<file path="config.mk">
export PLATFORM = sky130hd
export DESIGN_NAME = tme_ram
export DESIGN_NICKNAME = d
export VERILOG_FILES = /design/src/sv/tme_ram.sv
export SDC_FILE = /design/constraint.sdc
export NUM_CORES = 2
export LEC_CHECK = 0
export ABC_CLOCK_PERIOD_IN_PS = 4740
export BUFFER_PORTS_ARGS = -buffer_cell sky130_fd_sc_hd__buf_2
export CAP_MARGIN = 5
export CORE_UTILIZATION = 63
export DETAILED_ROUTE_END_ITERATION = 10
export GPL_ROUTABILITY_DRIVEN = 0
export PLACE_DENSITY_LB_ADDON = 0.1
export SYNTH_ARGS = -nofsm -noshare
export SYNTH_HDL_FRONTEND = slang
export SYNTH_SLANG_ARGS = --single-unit
</file>
<file path="constraint.sdc">
create_clock -name clk_i -period 4.74 [get_ports clk_i]
set_clock_uncertainty 0.1 [all_clocks]
set_input_delay 0.948 -clock clk_i [delete_from_list [all_inputs] [get_ports clk_i]]
set_output_delay 0.948 -clock clk_i [all_outputs]
set_load 0.02 [all_outputs]
</file>
<file path="src/sv/tme_ram.sv">
// ----------------------------------------------------------------------------
// Tape machine executor RAM
// Single write port, one registered read port, write-first on collision.
// ----------------------------------------------------------------------------
module tme_ram #(
  parameter int unsigned WIDTH = 32,
  parameter int unsigned DEPTH = 64
) (
  input  logic                     clk_i,
  input  logic                     we_i,
  input  logic [$clog2(DEPTH)-1:0] waddr_i,
  input  logic [WIDTH-1:0]         wdata_i,
  input  logic [$clog2(DEPTH)-1:0] raddr_i,
  output logic [WIDTH-1:0]         rdata_o
);

  logic [WIDTH-1:0] mem_q [DEPTH];
  logic [WIDTH-1:0] rdata_q;

  always_ff @(posedge clk_i) begin
    if (we_i) begin
      mem_q[waddr_i] <= wdata_i;
    end
    if (we_i && (waddr_i == raddr_i)) begin
      rdata_q <= wdata_i;
    end else begin
      rdata_q <= mem_q[raddr_i];
    end
  end

  assign rdata_o = rdata_q;

endmodule

</file>
==> results.md <==
- Number of flip-flops in the largest register: just over 2000
- CP top delay family: multiplexers
- Rows: around 130
- M1 WL: roughly 70000 um
- Die height: between 300 and 400 um
- Clk sinks: roughly 2100
- Max layer used: met5
- Total nets after synthesis: between 3000 and 4000
- Final HPWL DP: 107000 um
- Post-place instance area: 81600 um2
- Violated checks: setup timing
- First-pass iteration count of the detailed router: 5
- Number of port buffers: 77
- Inserted Clock Buffers: between 150 and 200
- DRT Wirelength: 195000 um
- Fmax: 0.211 GHz
- Largest buffer count on any clock path: 3
- Initial antenna violation count: 24
- PwrDens: 426 nW/um2
- Core Area: between 100000 and 150000 um2
- Top FF cell, synth: edfxtp_1
- Outcome: complete, but fails checks
- ANT nets after route: 0
- Seq cells post-synth: around 2100
- 1st-iter DRT viols: 4989
- DRC: 0
- Final design utilization: between 70 and 80%
- Slowest CP cell: mux4_2
- Syn-to-layout area delta: 13.4%
- Layout cell share with drive strength beyond 1: a little under a third
- Register with the most flip-flops: mem_q
- Die area: approximately 130000 um2
- Global-route wire length before repair: 275000 um
- CP max stage delay: 0.56 ns
- Vias: roughly 38000
- Post-Synthesis Cells: approximately 3300
- Critical Path Most Common Cell: mux4_2
- CTS clk-pin slew, worst paths: 0.06 ns
- DP Worst Slack: 0.599 ns
- CP arrival: 3.70 ns
- Synth Cell Area: roughly 80000 um2
- Starting Density: a little under two thirds
- Crit path kind: register to primary output
- Seq/Total Area, Yosys: between 70% and 80%
- Vias in the first global route: around 38000
- Root buffer cell: clkbuf_16
- Crit. End Element: primary output
- Crit-path cells: buf_12, buf_16, mux4_2, mux4_2, o22ai_1, nor2_1, buf_2
- CP required: between 3 and 4 ns
- WL met3: between 20000 and 25000 um
- Leakage Power: 27.7 nW
- Ys Warns: 0
- Met2 routed wirelength: a little over 90000 um
- Fin crit share: 100%
- Final slew viol count: 0
- WP buf/inv: 3
- Peak fanout along the critical path: 28
- Largest registers: mem_q (2048)
- Post-synth cell types: 34
- Slew Limit Headroom: roughly 14%
- Largest net degree at the start of global routing: 65
- Post-synth EDFFs: roughly 2000
- Final Hold Fails: 0
- # setup viols final: 1
- Fin worst setup slack: -0.00914 ns
- Nets@finish: around 3600
- Max Cap Viol: 0
- Fill cells: 6803
- Min-Delay Path Class: input pin to register
- Tmin final: approximately 4.7 ns
- DR vias/cell: around 7.0
- Fin area: approximately 88000 um2
- Grt total ovfl: 0
- Asr flop ratio synth: 0%
- IO Pins: a little under 80
- Total power: 37.6 mW
- Worst Tran Pin Value: around 1.3 ns
- Maximum VDD drop: ~0.00038 V
- H-Tree Depth: 4
- Startpoint Class: register
- Die X: 354 um
- Post-Syn Area per Cell: between 20 and 25 um2
- Total track usage: roughly a third
- Per-cell routed wire length: ~36 um
- CTS tree: built
## final cells by class
| class | count | area (um2) | area share (%) |
|---|---|---|---|
| Tap cell | 1625 | 2030 | 2.30 |
| Antenna cell | 8 | 20.0 | 0.0226 |
| Sequential cell | 2054 | 61600 | 69.7 |
| Timing Repair Buffer | 253 | 2280 | 2.58 |
| Multi-Input combinational cell | 1062 | 16100 | 18.2 |
| Clock buffer | 246 | 5220 | 5.90 |
| Clock inverter | 118 | 1180 | 1.33 |
## routing by layer
layer	global-route usage, %	vias up
met1	44.0	19900
met3	9.89	394
met5	0	-
met4	11.3	24
li1	-	14800
met2	48.7	2507
## worst paths after layout
kind                        from     endpoint  slack (ns)  cells after the start
worst min-delay path  raddr_i[1]     register        0.14                      1
worst max-delay path    register  rdata_o[25]      -0.009                      7
## through the flow
| step | cells | TNS (ns) | hold slack, ns |
|---|---|---|---|
| 6_report | 5366 | -0.00914 | 0.137 |
| 5_1_grt | 5359 | -0.000122 | 0.101 |
| 4_1_cts | 5342 | 0 | 0.0850 |
| 3_5_place_dp | 4973 | 0 | 0.952 |
| 3_3_place_gp | 4973 | 0 | 0.952 |
| 2_1_floorplan | 3298 | 0 | 0.876 |
## Yosys cell counts (4+ instances only)
library cell,n,area share (%)
a22oi_1,12,0.12
o32ai_1,4,0.045
a21oi_1,62,0.40
buf_1,21,0.10
dfxtp_1,6,0.15
nor2b_1,15,0.12
nor3_1,7,0.045
a311oi_1,8,0.090
o221ai_1,27,0.30
nand2_1,26,0.13
clkbuf_1,74,0.36
o22ai_1,84,0.67
a41o_1,4,0.051
and3_1,4,0.032
buf_4,25,0.24
edfxtp_1,2048,79
nand3b_1,5,0.048
mux2i_1,93,1.2
buf_6,5,0.072
buf_2,57,0.37
nor2_1,137,0.66
mux4_2,544,16
nand3_1,5,0.032
nand2b_1,8,0.064
## placed cells by master (no fill, tap or decap), types with 4 or more instances in the layout
master and n:
diode_2 8, clkinvlp_4 5, mux2i_1 93, buf_4 133, mux4_2 544, clkbuf_1 44, and3_1 4, o22ai_1 72
o221ai_1 26, inv_6 6, nand2_1 26, nor2b_1 15, a41o_1 4, a311oi_1 8, clkbuf_16 203, nor3_1 4
buf_2 77, bufinv_16 22, buf_12 30, a21oi_1 62, o32ai_2 4, clkinv_4 4, dfxtp_4 4, buf_16 7
a22oi_1 12, nand3_1 5, edfxtp_1 2048, nor2_1 75, clkinv_2 27, nor2_4 62, nand3b_1 5, nand2b_1 8
clkinv_1 50, o22ai_2 12
## where the power goes
part / leakage [nW] / total [mW] / switching, mW / internal [mW]
sequential: 18.5 / 20.2 / 0.0472 / 20.1
clock: 3.11 / 15.5 / 6.56 / 8.99
combinational: 6.10 / 1.93 / 1.21 / 0.725
## cell families after synthesis
kind of cell	after synthesis	synth area share, %
flip-flops	2054	79.0
multiplexers	637	16.9
AND/OR/NAND/NOR	223	1.27
AO/OA/AOI/OAI	202	1.68
buffers and inverters	182	1.14
## repair_timing
item / CTS / global route
hold buffers: 0 / 0
gates cloned: 2 / 1
resized for setup: 25 / 4
buffers inserted: 3 / 15
setup endpoints to repair: 26 / 14
Note: power is estimated with default switching activity, not from simulation.
